==> src/rtl/pms_pkg.sv <==
// Shared types, sizes and codes for the partitioned multi-stack block.
// Used by every module under rtl/; depends on nothing else.
`timescale 1ns / 1ps

package pms_pkg;

    // Block sizing
    localparam int NUM_STACKS  = 4;
    localparam int STACK_DEPTH = 8;
    localparam int ID_WIDTH    = 16;

    // Fixed field widths of the stream beats
    localparam int CMD_W  = 2;
    localparam int SIDF_W = 3;
    localparam int ITEM_W = 16;
    localparam int STAT_W = 2;

    // Input tdata: cmd, stack_id, item_id from bit 0 up, padded to bytes
    localparam int IN_BITS     = CMD_W + SIDF_W + ITEM_W;
    localparam int IN_TDATA_W  = ((IN_BITS + 7) / 8) * 8;
    localparam int CMD_LSB     = 0;
    localparam int SIDF_LSB    = CMD_W;
    localparam int ITEM_LSB    = CMD_W + SIDF_W;

    // Output tdata: status, item_out from bit 0 up, padded to bytes
    localparam int OUT_BITS    = STAT_W + ITEM_W;
    localparam int OUT_TDATA_W = ((OUT_BITS + 7) / 8) * 8;
    localparam int OUT_PAD_W   = OUT_TDATA_W - OUT_BITS;

    // Stored identifier width: bits above the item field never survive
    localparam int STORE_W = (ID_WIDTH < ITEM_W) ? ID_WIDTH : ITEM_W;

    // Internal index widths
    localparam int SID_W     = (NUM_STACKS > 1) ? $clog2(NUM_STACKS) : 1;
    localparam int CNT_W     = $clog2(STACK_DEPTH + 1);
    localparam int IDX_W     = (STACK_DEPTH > 1) ? $clog2(STACK_DEPTH) : 1;
    localparam int MEM_DEPTH = NUM_STACKS * STACK_DEPTH;
    localparam int ADDR_W    = (MEM_DEPTH > 1) ? $clog2(MEM_DEPTH) : 1;

    // Command queue between front and back
    localparam int QUEUE_DEPTH = 2;
    localparam int QPTR_W      = (QUEUE_DEPTH > 1) ? $clog2(QUEUE_DEPTH) : 1;
    localparam int QCNT_W      = $clog2(QUEUE_DEPTH + 1);

    typedef enum logic [CMD_W-1:0] {
        CMD_PUSH = 2'd0,
        CMD_POP  = 2'd1,
        CMD_DISP = 2'd2,
        CMD_RSVD = 2'd3
    } cmd_t;

    typedef enum logic [STAT_W-1:0] {
        ST_OK      = 2'd0,
        ST_FULL    = 2'd1,
        ST_EMPTY   = 2'd2,
        ST_NOSTACK = 2'd3
    } status_t;

    typedef enum logic [1:0] {
        OP_PUSH    = 2'd0,
        OP_POP     = 2'd1,
        OP_DISP    = 2'd2,
        OP_NOSTACK = 2'd3
    } op_kind_t;

    // Decoded command handed from front to back
    typedef struct packed {
        op_kind_t           kind;
        logic [SID_W-1:0]   sid;
        logic [STORE_W-1:0] item;
    } pms_op_t;

    typedef enum logic {
        BK_IDLE,
        BK_READ
    } back_state_t;

    // Word address of entry idx in the region of stack sid
    function automatic logic [ADDR_W-1:0] entry_addr(input logic [SID_W-1:0] sid,
                                                    input logic [IDX_W-1:0] idx);
        entry_addr = ADDR_W'(int'(sid) * STACK_DEPTH + int'(idx));
    endfunction

endpackage

==> src/rtl/pms_front.sv <==
// Front end: accepts input beats, drops the reserved command code and
// range-checks the stack id. Depends on pms_pkg.
`timescale 1ns / 1ps

module pms_front (
    input  logic                         s_tvalid,
    output logic                         s_tready,
    input  logic [pms_pkg::CMD_W-1:0]    cmd,
    input  logic [pms_pkg::SIDF_W-1:0]   stack_id,
    input  logic [pms_pkg::ITEM_W-1:0]   item_id,
    input  logic                         q_full,
    output logic                         q_push,
    output pms_pkg::pms_op_t             q_op
);
    import pms_pkg::*;

    logic accept;
    logic in_range;

    // Take a beat whenever the queue has a free slot
    assign s_tready = !q_full;
    assign accept   = s_tvalid && s_tready;
    assign in_range = {29'd0, stack_id} < 32'(NUM_STACKS);

    // Classify the command
    always_comb
    begin
        q_push      = 1'b0;
        q_op.kind   = OP_NOSTACK;
        q_op.sid    = '0;
        q_op.item   = item_id[STORE_W-1:0];
        case (cmd_t'(cmd))
            CMD_PUSH: q_op.kind = OP_PUSH;
            CMD_POP:  q_op.kind = OP_POP;
            CMD_DISP: q_op.kind = OP_DISP;
            default:  q_op.kind = OP_NOSTACK;
        endcase
        if (!in_range)
        begin
            q_op.kind = OP_NOSTACK;
        end
        else
        begin
            q_op.sid = SID_W'(stack_id);
        end
        // reserved code: consumed, never queued
        q_push = accept && (cmd_t'(cmd) != CMD_RSVD);
    end

endmodule

==> src/rtl/pms_queue.sv <==
// Short FIFO of decoded commands between front and back.
// Depends on pms_pkg.
`timescale 1ns / 1ps

module pms_queue (
    input  logic              clk,
    input  logic              rst_n,
    input  logic              push,
    input  pms_pkg::pms_op_t  op_in,
    output logic              full,
    input  logic              pop,
    output logic              valid,
    output pms_pkg::pms_op_t  op_out
);
    import pms_pkg::*;

    pms_op_t           slot_reg [QUEUE_DEPTH];
    logic [QPTR_W-1:0] wr_ptr_reg, wr_ptr_next;
    logic [QPTR_W-1:0] rd_ptr_reg, rd_ptr_next;
    logic [QCNT_W-1:0] cnt_reg, cnt_next;

    function automatic logic [QPTR_W-1:0] ptr_inc(input logic [QPTR_W-1:0] p);
        ptr_inc = (p == QPTR_W'(QUEUE_DEPTH - 1)) ? '0 : p + 1'b1;
    endfunction

    assign full   = (cnt_reg == QCNT_W'(QUEUE_DEPTH));
    assign valid  = (cnt_reg != '0);
    assign op_out = slot_reg[rd_ptr_reg];

    // Pointer and occupancy update
    always_comb
    begin
        wr_ptr_next = push ? ptr_inc(wr_ptr_reg) : wr_ptr_reg;
        rd_ptr_next = pop  ? ptr_inc(rd_ptr_reg) : rd_ptr_reg;
        cnt_next    = cnt_reg;
        if (push && !pop)
        begin
            cnt_next = cnt_reg + 1'b1;
        end
        else if (pop && !push)
        begin
            cnt_next = cnt_reg - 1'b1;
        end
    end

    always_ff @(posedge clk or negedge rst_n)
    begin
        if (!rst_n)
        begin
            wr_ptr_reg <= '0;
            rd_ptr_reg <= '0;
            cnt_reg    <= '0;
        end
        else
        begin
            wr_ptr_reg <= wr_ptr_next;
            rd_ptr_reg <= rd_ptr_next;
            cnt_reg    <= cnt_next;
        end
    end

    // Slot storage, no reset needed
    always_ff @(posedge clk)
    begin
        if (push)
        begin
            slot_reg[wr_ptr_reg] <= op_in;
        end
    end

endmodule

==> src/rtl/pms_back.sv <==
// Back end: per-stack fill counts, the shared entry memory, the display
// sequencer and the output register. Depends on pms_pkg.
`timescale 1ns / 1ps

module pms_back (
    input  logic                        clk,
    input  logic                        rst_n,
    input  logic                        q_valid,
    input  pms_pkg::pms_op_t            q_op,
    output logic                        q_pop,
    output logic                        m_tvalid,
    input  logic                        m_tready,
    output pms_pkg::status_t            out_status,
    output logic [pms_pkg::ITEM_W-1:0]  out_item,
    output logic                        out_last
);
    import pms_pkg::*;

    back_state_t state_reg, state_next;

    logic [CNT_W-1:0]   fill_reg [NUM_STACKS];
    logic [CNT_W-1:0]   fill_next [NUM_STACKS];

    logic [SID_W-1:0]   sid_reg, sid_next;
    logic [IDX_W-1:0]   idx_reg, idx_next;
    logic [IDX_W-1:0]   end_reg, end_next;

    logic               out_valid_reg, out_valid_next;
    status_t            out_status_reg, out_status_next;
    logic [ITEM_W-1:0]  out_item_reg, out_item_next;
    logic               out_last_reg, out_last_next;
    logic               out_load;

    logic [STORE_W-1:0] mem [MEM_DEPTH];
    logic [STORE_W-1:0] rd_data_reg;
    logic               wr_en, rd_en;
    logic [ADDR_W-1:0]  wr_addr, rd_addr;

    logic               out_free;
    logic [CNT_W-1:0]   cnt;
    logic               is_full, is_empty;

    assign out_free = !out_valid_reg || m_tready;
    assign cnt      = fill_reg[q_op.sid];
    assign is_full  = (cnt == CNT_W'(STACK_DEPTH));
    assign is_empty = (cnt == '0);

    assign m_tvalid   = out_valid_reg;
    assign out_status = out_status_reg;
    assign out_item   = out_item_reg;
    assign out_last   = out_last_reg;

    // Next state
    always_comb
    begin
        state_next = state_reg;
        case (state_reg)
            BK_IDLE:
            begin
                if (q_valid && out_free && !is_empty &&
                    (q_op.kind == OP_POP || q_op.kind == OP_DISP))
                begin
                    state_next = BK_READ;
                end
            end
            BK_READ:
            begin
                if (out_free && idx_reg == end_reg)
                begin
                    state_next = BK_IDLE;
                end
            end
            default: state_next = BK_IDLE;
        endcase
    end

    // Datapath and outputs
    always_comb
    begin
        q_pop           = 1'b0;
        wr_en           = 1'b0;
        rd_en           = 1'b0;
        wr_addr         = entry_addr(q_op.sid, IDX_W'(cnt));
        rd_addr         = entry_addr(sid_reg, idx_reg);
        fill_next       = fill_reg;
        sid_next        = sid_reg;
        idx_next        = idx_reg;
        end_next        = end_reg;
        out_load        = 1'b0;
        out_status_next = out_status_reg;
        out_item_next   = out_item_reg;
        out_last_next   = out_last_reg;
        case (state_reg)
            BK_IDLE:
            begin
                if (q_valid && out_free)
                begin
                    q_pop           = 1'b1;
                    out_status_next = ST_OK;
                    out_item_next   = '0;
                    out_last_next   = 1'b1;
                    case (q_op.kind)
                        OP_PUSH:
                        begin
                            out_load = 1'b1;
                            if (is_full)
                            begin
                                out_status_next = ST_FULL;
                            end
                            else
                            begin
                                wr_en                = 1'b1;
                                fill_next[q_op.sid]  = cnt + 1'b1;
                            end
                        end
                        OP_POP:
                        begin
                            if (is_empty)
                            begin
                                out_load        = 1'b1;
                                out_status_next = ST_EMPTY;
                            end
                            else
                            begin
                                // read the top entry, result follows next cycle
                                rd_en               = 1'b1;
                                rd_addr             = entry_addr(q_op.sid, IDX_W'(cnt - 1'b1));
                                fill_next[q_op.sid] = cnt - 1'b1;
                                sid_next            = q_op.sid;
                                idx_next            = IDX_W'(cnt - 1'b1);
                                end_next            = IDX_W'(cnt - 1'b1);
                            end
                        end
                        OP_DISP:
                        begin
                            if (is_empty)
                            begin
                                out_load        = 1'b1;
                                out_status_next = ST_EMPTY;
                            end
                            else
                            begin
                                // walk from the bottom entry up
                                rd_en    = 1'b1;
                                rd_addr  = entry_addr(q_op.sid, '0);
                                sid_next = q_op.sid;
                                idx_next = '0;
                                end_next = IDX_W'(cnt - 1'b1);
                            end
                        end
                        default:
                        begin
                            out_load        = 1'b1;
                            out_status_next = ST_NOSTACK;
                        end
                    endcase
                end
            end
            BK_READ:
            begin
                if (out_free)
                begin
                    out_load        = 1'b1;
                    out_status_next = ST_OK;
                    out_item_next   = ITEM_W'(rd_data_reg);
                    out_last_next   = (idx_reg == end_reg);
                    if (idx_reg != end_reg)
                    begin
                        idx_next = idx_reg + 1'b1;
                        rd_en    = 1'b1;
                        rd_addr  = entry_addr(sid_reg, idx_reg + 1'b1);
                    end
                end
            end
            default:
            begin
                out_load = 1'b0;
            end
        endcase
        out_valid_next = out_load || (out_valid_reg && !m_tready);
    end

    // Control registers
    always_ff @(posedge clk or negedge rst_n)
    begin
        if (!rst_n)
        begin
            state_reg     <= BK_IDLE;
            out_valid_reg <= 1'b0;
            for (int i = 0; i < NUM_STACKS; i++)
            begin
                fill_reg[i] <= '0;
            end
        end
        else
        begin
            state_reg     <= state_next;
            out_valid_reg <= out_valid_next;
            fill_reg      <= fill_next;
        end
    end

    // Payload registers
    always_ff @(posedge clk)
    begin
        sid_reg <= sid_next;
        idx_reg <= idx_next;
        end_reg <= end_next;
        if (out_load)
        begin
            out_status_reg <= out_status_next;
            out_item_reg   <= out_item_next;
            out_last_reg   <= out_last_next;
        end
    end

    // Entry memory: one write port, one registered read port
    always_ff @(posedge clk)
    begin
        if (wr_en)
        begin
            mem[wr_addr] <= q_op.item;
        end
        if (rd_en)
        begin
            rd_data_reg <= mem[rd_addr];
        end
    end

endmodule

==> src/rtl/partitioned_multi_stack.sv <==
// Top level of the partitioned multi-stack: front end, command queue and
// back end. Depends on pms_pkg, pms_front, pms_queue and pms_back.
`timescale 1ns / 1ps

// Several stacks share one entry memory, each stack owning a fixed region.
// Every input beat is a push, pop or display for one stack id and yields
// one result beat (display: one per stored entry, bottom first, tlast on
// the top one); command code three is consumed without a result. Inputs go
// through a two-entry queue, so up to two commands are taken while the back
// end is busy or the output is stalled. In the back end a push, a rejected
// command, a full or an empty report is answered straight from the idle
// state; a pop or a display passes through the read state, as the entry
// memory's read data is registered and is read once per result.

module partitioned_multi_stack (
    input  logic                            clk,
    input  logic                            rst_n,
    input  logic                            s_tvalid,
    output logic                            s_tready,
    // [1:0] cmd, [4:2] stack_id, [20:5] item_id, [23:21] zero
    input  logic [pms_pkg::IN_TDATA_W-1:0]  s_tdata,
    output logic                            m_tvalid,
    input  logic                            m_tready,
    // [1:0] status, [17:2] item_out, [23:18] zero
    output logic [pms_pkg::OUT_TDATA_W-1:0] m_tdata,
    output logic                            m_tlast
);
    import pms_pkg::*;

    logic              q_full, q_push, q_valid, q_pop;
    pms_op_t           front_op, back_op;
    status_t           out_status;
    logic [ITEM_W-1:0] out_item;

    pms_front u_front (
        .s_tvalid (s_tvalid),
        .s_tready (s_tready),
        .cmd      (s_tdata[CMD_LSB +: CMD_W]),
        .stack_id (s_tdata[SIDF_LSB +: SIDF_W]),
        .item_id  (s_tdata[ITEM_LSB +: ITEM_W]),
        .q_full   (q_full),
        .q_push   (q_push),
        .q_op     (front_op)
    );

    pms_queue u_queue (
        .clk    (clk),
        .rst_n  (rst_n),
        .push   (q_push),
        .op_in  (front_op),
        .full   (q_full),
        .pop    (q_pop),
        .valid  (q_valid),
        .op_out (back_op)
    );

    pms_back u_back (
        .clk        (clk),
        .rst_n      (rst_n),
        .q_valid    (q_valid),
        .q_op       (back_op),
        .q_pop      (q_pop),
        .m_tvalid   (m_tvalid),
        .m_tready   (m_tready),
        .out_status (out_status),
        .out_item   (out_item),
        .out_last   (m_tlast)
    );

    // Pack the result beat
    assign m_tdata = {{OUT_PAD_W{1'b0}}, out_item, out_status};

endmodule

==> config.mk <==
export PLATFORM = sky130hd
export DESIGN_NAME = partitioned_multi_stack
export DESIGN_NICKNAME = d
export VERILOG_FILES = /design/src/rtl/pms_pkg.sv /design/src/rtl/pms_front.sv /design/src/rtl/pms_queue.sv /design/src/rtl/pms_back.sv /design/src/rtl/partitioned_multi_stack.sv
export SDC_FILE = /design/constraint.sdc
export NUM_CORES = 1
export LEC_CHECK = 0
export BUFFER_PORTS_ARGS = -buffer_cell sky130_fd_sc_hd__buf_2
export CAP_MARGIN = 10
export CORE_MARGIN = 3
export CORE_UTILIZATION = 53
export DETAILED_ROUTE_END_ITERATION = 10
export PLACE_DENSITY_LB_ADDON = 0.15
export SYNTH_ARGS = -nofsm -noshare
export SYNTH_HDL_FRONTEND = slang
export SYNTH_SLANG_ARGS = --single-unit
export TNS_END_PERCENT = 10
==> constraint.sdc <==
create_clock -name clk -period 4.2 [get_ports clk]
set_input_delay 0.84 -clock clk [delete_from_list [all_inputs] [get_ports clk]]
set_output_delay 0.84 -clock clk [all_outputs]
set_load 0.03 [all_outputs]
Word level (Yosys, flattened, before mapping)
Memories as Yosys holds them, arrays and structs flattened. A register that Yosys moved wholly into a read port is not among the register bits.
Index checks and enable logic that the tools add are counted.
Operators by class
  eq/ne operators: 17
  reductions and logical operators: 30
  order comparisons: 3
  bitwise logic cells: 3
  add/subtract/negate cells: 11
  muxes and demuxes: 67
Operator list (number)
  16-bit two-way mux: 4
  16-bit one-hot mux with 2 select lines: 2
  16-bit bitwise mux: 2
  1-bit two-way mux: 26
  5-bit two-way mux: 5
  5-bit by 3-bit adder with 5-bit output: 4
  5-bit one-hot mux with 2 select lines: 2
  3-bit two-way mux: 5
  2-bit two-way mux: 7
  4-bit two-way mux: 3
  3-bit one-hot mux with 2 select lines: 2
  1-bit logical AND: 10
  2-bit != test (second input constant): 5
  4-bit binary-select mux with 2-bit select: 1
  4-bit demux with 2-bit select: 1
  1-bit one-hot mux with 2 select lines: 4
  2-bit one-hot mux with 2 select lines: 2
  2-bit == test (second input constant): 3
  1-bit zero test: 6
  3-bit != test (second input constant): 2
  2-bit one-hot mux with 3 select lines: 1
  6-bit AND reduction: 1
  2-bit nonzero test: 3
  5-bit AND reduction: 1
  23 further kinds: 29
Word-level totals
  memory bits (writable): 552
  logic and storage cells: 148
  bits in registers: 49
  memories: 2
Memory list
  u_back.mem: depth 32, width 16, read ports 1, clocked after memory_dff 1, write ports 1, line pms_back.sv:34  | logic [STORE_W-1:0] mem [MEM_DEPTH];
  u_queue.slot_reg: depth 2, width 20, read ports 1, clocked after memory_dff 0, write ports 1, line pms_queue.sv:17  | pms_op_t slot_reg [QUEUE_DEPTH];

Longest topological paths before layout
An unclocked memory read counts as a cell.
  word-level depth: 12
  mapped depth: 20
  mapped depth without buffers: 16

Cells and area by module
A second synthesis with hierarchy kept.
Unflattened totals
  cell total of the unflattened synthesis: 1900
  area total of the unflattened synthesis: 25679.6 sq um
Modules (own cells, without submodules)
  pms_back: area an instance 23762.8 sq um, times used 1, cells each 1792
  pms_queue: area an instance 1709.1 sq um, times used 1, cells each 78
  pms_front: area an instance 158.9 sq um, times used 1, cells each 23
  partitioned_multi_stack: area an instance 48.8 sq um, times used 1, cells each 7

Least setup slack after synthesis
No wires, ideal clock.
  path type: register to register
  from: register u_queue.rd_ptr_reg
  to: register u_back.rd_data_reg[10] (read register of u_back.mem), data pin
  arrival: 3739 ps
  required time: 3939 ps
  slack: 200 ps
  period minus slack after synthesis: 4000 ps
  stages on the path, launching flop included: 21
  path through: dfrtp_1 > mux2i_2 > inv_2 > clkbuf_1 > nand2_1 > and3_1 > a31oi_1 > inv_1 > ha_1 > inv_1 > nor2_1 > a221oi_2 > a2bb2oi_2 > and2_1 > buf_4 > buf_6 > buf_4 > mux2i_1 > mux2i_1 > a211oi_1 > nor4_2
RTL lines
  start: declaration: line pms_queue.sv:19  | logic [QPTR_W-1:0] rd_ptr_reg, rd_ptr_next;
  start signal: assignment: line pms_queue.sv:57  | rd_ptr_reg <= rd_ptr_next;
  end: declaration: line pms_back.sv:35  | logic [STORE_W-1:0] rd_data_reg;

Worst setup path after layout
  from: register u_queue.rd_ptr_reg
  to: register u_back.rd_data_reg[8] (read register of u_back.mem), data pin
On the way
  word-level cells in the longest chain between the ends: 11
  elaborated cells between the ends (all ways): 20
  those cells by class: 2 x add/sub; 2 x eq/ne; 12 x mux; 1 x bitwise; 2 x reduce/logical; 1 x memory
Ends and longest elaborated chain
  memory read 2 x 20 bit (*)
  2-bit NOT with 3-bit output (not written as such): line pms_back.sv:44  | assign cnt = fill_reg[q_op.sid];
  4-bit binary-select mux with 2-bit select: line pms_back.sv:44
  4-bit two-way mux (not written as such) (2 in series): line pms_back.sv:44
  4-bit by 1-bit subtractor with 4-bit output: line pms_back.sv:127  | rd_addr = entry_addr(q_op.sid, IDX_W'(cnt - 1'b1));
  5-bit by 3-bit adder with 5-bit output: line pms_pkg.sv:81  | entry_addr = ADDR_W'(int'(sid) * STACK_DEPTH + int'(idx));
  5-bit two-way mux: line pms_back.sv:118  | if (is_empty)
  5-bit one-hot mux with 2 select lines: line pms_back.sv:102  | case (q_op.kind)
  5-bit two-way mux: line pms_back.sv:96  | if (q_valid && out_free)
  5-bit one-hot mux with 2 select lines: line pms_back.sv:93  | case (state_reg)
Every way passes the cells marked *; elsewhere a longest branch is shown, timed or not. The select of a mux whose other input is x is not followed.
A chain may end at the register's enable or synchronous reset.

==> results_dict.tcl <==
set metrics [dict create \
    status "completed" \
    drt-pass1-iter-count 8 \
    cts_hold_buf 0 \
    ys_seq_elements 617 \
    synthMuxAreaShare 0.0633 \
    h-tree-depth 2 \
    synth_edf_count 595 \
    drt_iter0_markers 1468 \
    vias_per_cell 5.91 \
    root_buffer "clkbuf_16" \
    p_sw_mw 10.2 \
    largest_reg_flops 512 \
    synthesis.area_um2 24800 \
    synth_cells 1679 \
    grtUsageMet2 0.377 \
    p_comb_frac 0.485 \
    ioPinCount 55 \
    drc 0 \
    p_leak_nw 10.3 \
    min_path_type "in2async" \
    clk_pin_slew_worst_paths_ns 0.06 \
    start_util 0.542 \
    rr_endpoint "u_back.rd_data_reg[8]$_DFFE_PP_" \
    reg2reg_slack_ns 0.16 \
    yosysWarnings 0 \
    worstSetupEndpointType "flip-flop" \
    die_h_um 222 \
    drt_wl_total_um 59100 \
    antenna_left 0 \
    synth-compound-area-share 0.0429 \
    drive_above_1_share 0.203 \
    pwr-share-seq 0.315 \
    wl_per_cell_um 23.5 \
    synthSimpleGateAreaFrac 0.119 \
    detailedPlace.worstSlack_ns -0.0641 \
    grt_max_degree 62 \
    slew_headroom 0.390 \
    period_minus_slack_ns 4.04 \
    core_um2 45900 \
    total_power_mw 26.0 \
    startpoint "u_queue.rd_ptr_reg$_DFFE_PN0P_" \
    vias 14834 \
    p_clk_frac 0.200 \
    grt_pass1_vias 14484 \
    synthAdderAreaFrac 0.00504 \
    place_inst 2387 \
    tightest_slew_ns 0.916 \
    gp_congestion 0.839 \
    synth_area_per_cell_um2 14.8 \
    cts_made_buffers 60 \
    rows 78 \
    dp_hpwl_um 36400 \
    r2r_start "u_queue.rd_ptr_reg$_DFFE_PN0P_" \
    setup_violations 0 \
    cp_max_fo 13 \
    die_x_um 222 \
    layout-area-overhead-vs-synth_pct 16.6 \
    setup_ws_ns 0.164 \
    async_flop_share 0.0357 \
    finalHoldViolations 0 \
    vdd_drop_max_uv 603 \
    final-instance-count-excl-fill 2512 \
    p_int_mw 15.8 \
    final_util 0.631 \
    antenna_found_initial 1 \
    period_share 0.961 \
    drv_cap 0 \
    clk_path_buf_depth 3 \
    yosysSeqAreaShare 0.741 \
    cp-start-kind "flip-flop" \
    fin_skew_ns 0.0198 \
    track_usage 0.239 \
    synthXorXnorAreaFrac 0.00524 \
    cellPowerDensity_nw_per_um2 898 \
    die-area_um2 49500 \
    worstPathArrival_ns 4.40 \
    cts_sinks 617 \
    gr-total-overflow 0 \
    use_met3 0.0358 \
    layout_common_cells "595 x edfxtp_1, 309 x nand2_1, 153 x buf_4" \
    cts_tree "yes" \
    layout_commonest_cell "edfxtp_1" \
    port_buffers 45 \
    switching_share 0.392 \
    insertion_delay_ns 0.63 \
    global_route.usage.met1 0.344 \
    worstPathRequired_ns 4.56 \
    max_freq_mhz 248 \
    grt_busiest_layer "met2" \
    slew_violations 0 \
    synthDistinctLibCells 62 \
    path_class "reg2reg" \
    synth_ff_type "edfxtp_1" \
    synth_top_family_by_area "simple AND/OR/NAND/NOR gates" \
    final_nets 1899 \
    timing.setup.tns_ns 0 \
    grt_pass1_wl_um 88900 \
    r2r_cells 20 \
    n_fill_cell 3372 \
]
## cell usage after synthesis, types with 11 or more instances
cell type  number  area [µm²]
nor2_1         51         191
and2_1         20         125
mux2_2         29         327
clkbuf_1       41         154
inv_1          13        48.8
mux2i_1       118        1180
nand2_1       309        1160
buf_4          12        90.1
a22oi_1        14         105
dfrtp_1        22         551
a32oi_1        16         140
buf_2          43         215
a211oi_1       33         248
and3_1         20         125
nand3_1        97         485
edfxtp_1      595       17900
nor4_2         13         163
nand4_1        74         463
a311oi_1       15         131
nor4_1         11        68.8
a21oi_1        32         160
## worst max path at each step
stage                                        to  slack, ns  cells after the start
2_1_floorplan  u_back.rd_data_reg[10]$_DFFE_PP_       0.20                     20
3_3_place_gp   u_back.rd_data_reg[11]$_DFFE_PP_     -0.006                     18
3_5_place_dp   u_back.rd_data_reg[10]$_DFFE_PP_      -0.06                     19
4_1_cts        u_back.rd_data_reg[13]$_DFFE_PP_      -0.04                     19
5_1_grt        u_back.rd_data_reg[14]$_DFFE_PP_     -0.007                     20
6_report        u_back.rd_data_reg[8]$_DFFE_PP_       0.16                     20
## final cells by class
type	instances	area, µm²	area share
sequential	617	18400	0.636
multi-input combinational	949	6050	0.209
timing repair buffer	218	1780	0.0615
clock buffer	79	1600	0.0554
tap	600	751	0.0259
clock inverter	33	302	0.0104
inverter	15	56.3	0.00194
antenna	1	2.50	0.0000864
## worst max-delay path, stage by stage (launching register included)
cell     delay (ns)
dfrtp_2        0.46
mux2i_2        0.19
inv_2          0.13
nand2_1        0.06
and3_1         0.18
a31oi_2        0.17
inv_1          0.08
ha_1           0.20
inv_2          0.11
nor2_2         0.09
a22oi_4        0.19
buf_4          0.17
nand3_1        0.11
and3_2         0.28
buf_12         0.16
nor4_2         0.35
buf_4          0.19
buf_4          0.22
nand3_1        0.11
nand4_1        0.22
nor4_2         0.08
## power by group through the flow
stage / logic, mW / registers [mW] / clock network (mW)
final: 12.6 / 8.19 / 5.20
after floorplan: 6.93 / 8.45 / 0
after global routing: 13.6 / 8.23 / 5.56
after global placement: 11.9 / 8.30 / 0
after detailed placement: 12.1 / 8.32 / 0
after CTS: 12.1 / 8.19 / 5.29
## metrics by stage
stage	hold WS [ns]	area [µm²]
finish	0.185	29000
global route	0.203	29000
CTS	0.167	28700
detailed placement	0.494	26800
global placement	0.475	26800
floorplan	0.460	24900
## logic make-up after synthesis
group,count (synthesis)
compound gates,143
mux,151
fa+ha+maj,10
flops,617
simple gates,625
other cells,1
xor+xnor,14
buf+inv,118
## timing repair
item	in CTS	in global routing
setup buffers	2	9
resized for setup	0	31
cloned	0	1
pin swaps	1	13
setup endpoints to repair	5	15
## routing by layer
layer | part of all wire | wire (µm) | up-vias
met5 | 0 | 0 | -
met4 | 0.030 | 1790 | 0
met3 | 0.071 | 4220 | 105
met2 | 0.47 | 28000 | 567
met1 | 0.42 | 25100 | 7407
li1 | - | - | 6755
Note: power is estimated with default switching activity, not from simulation.
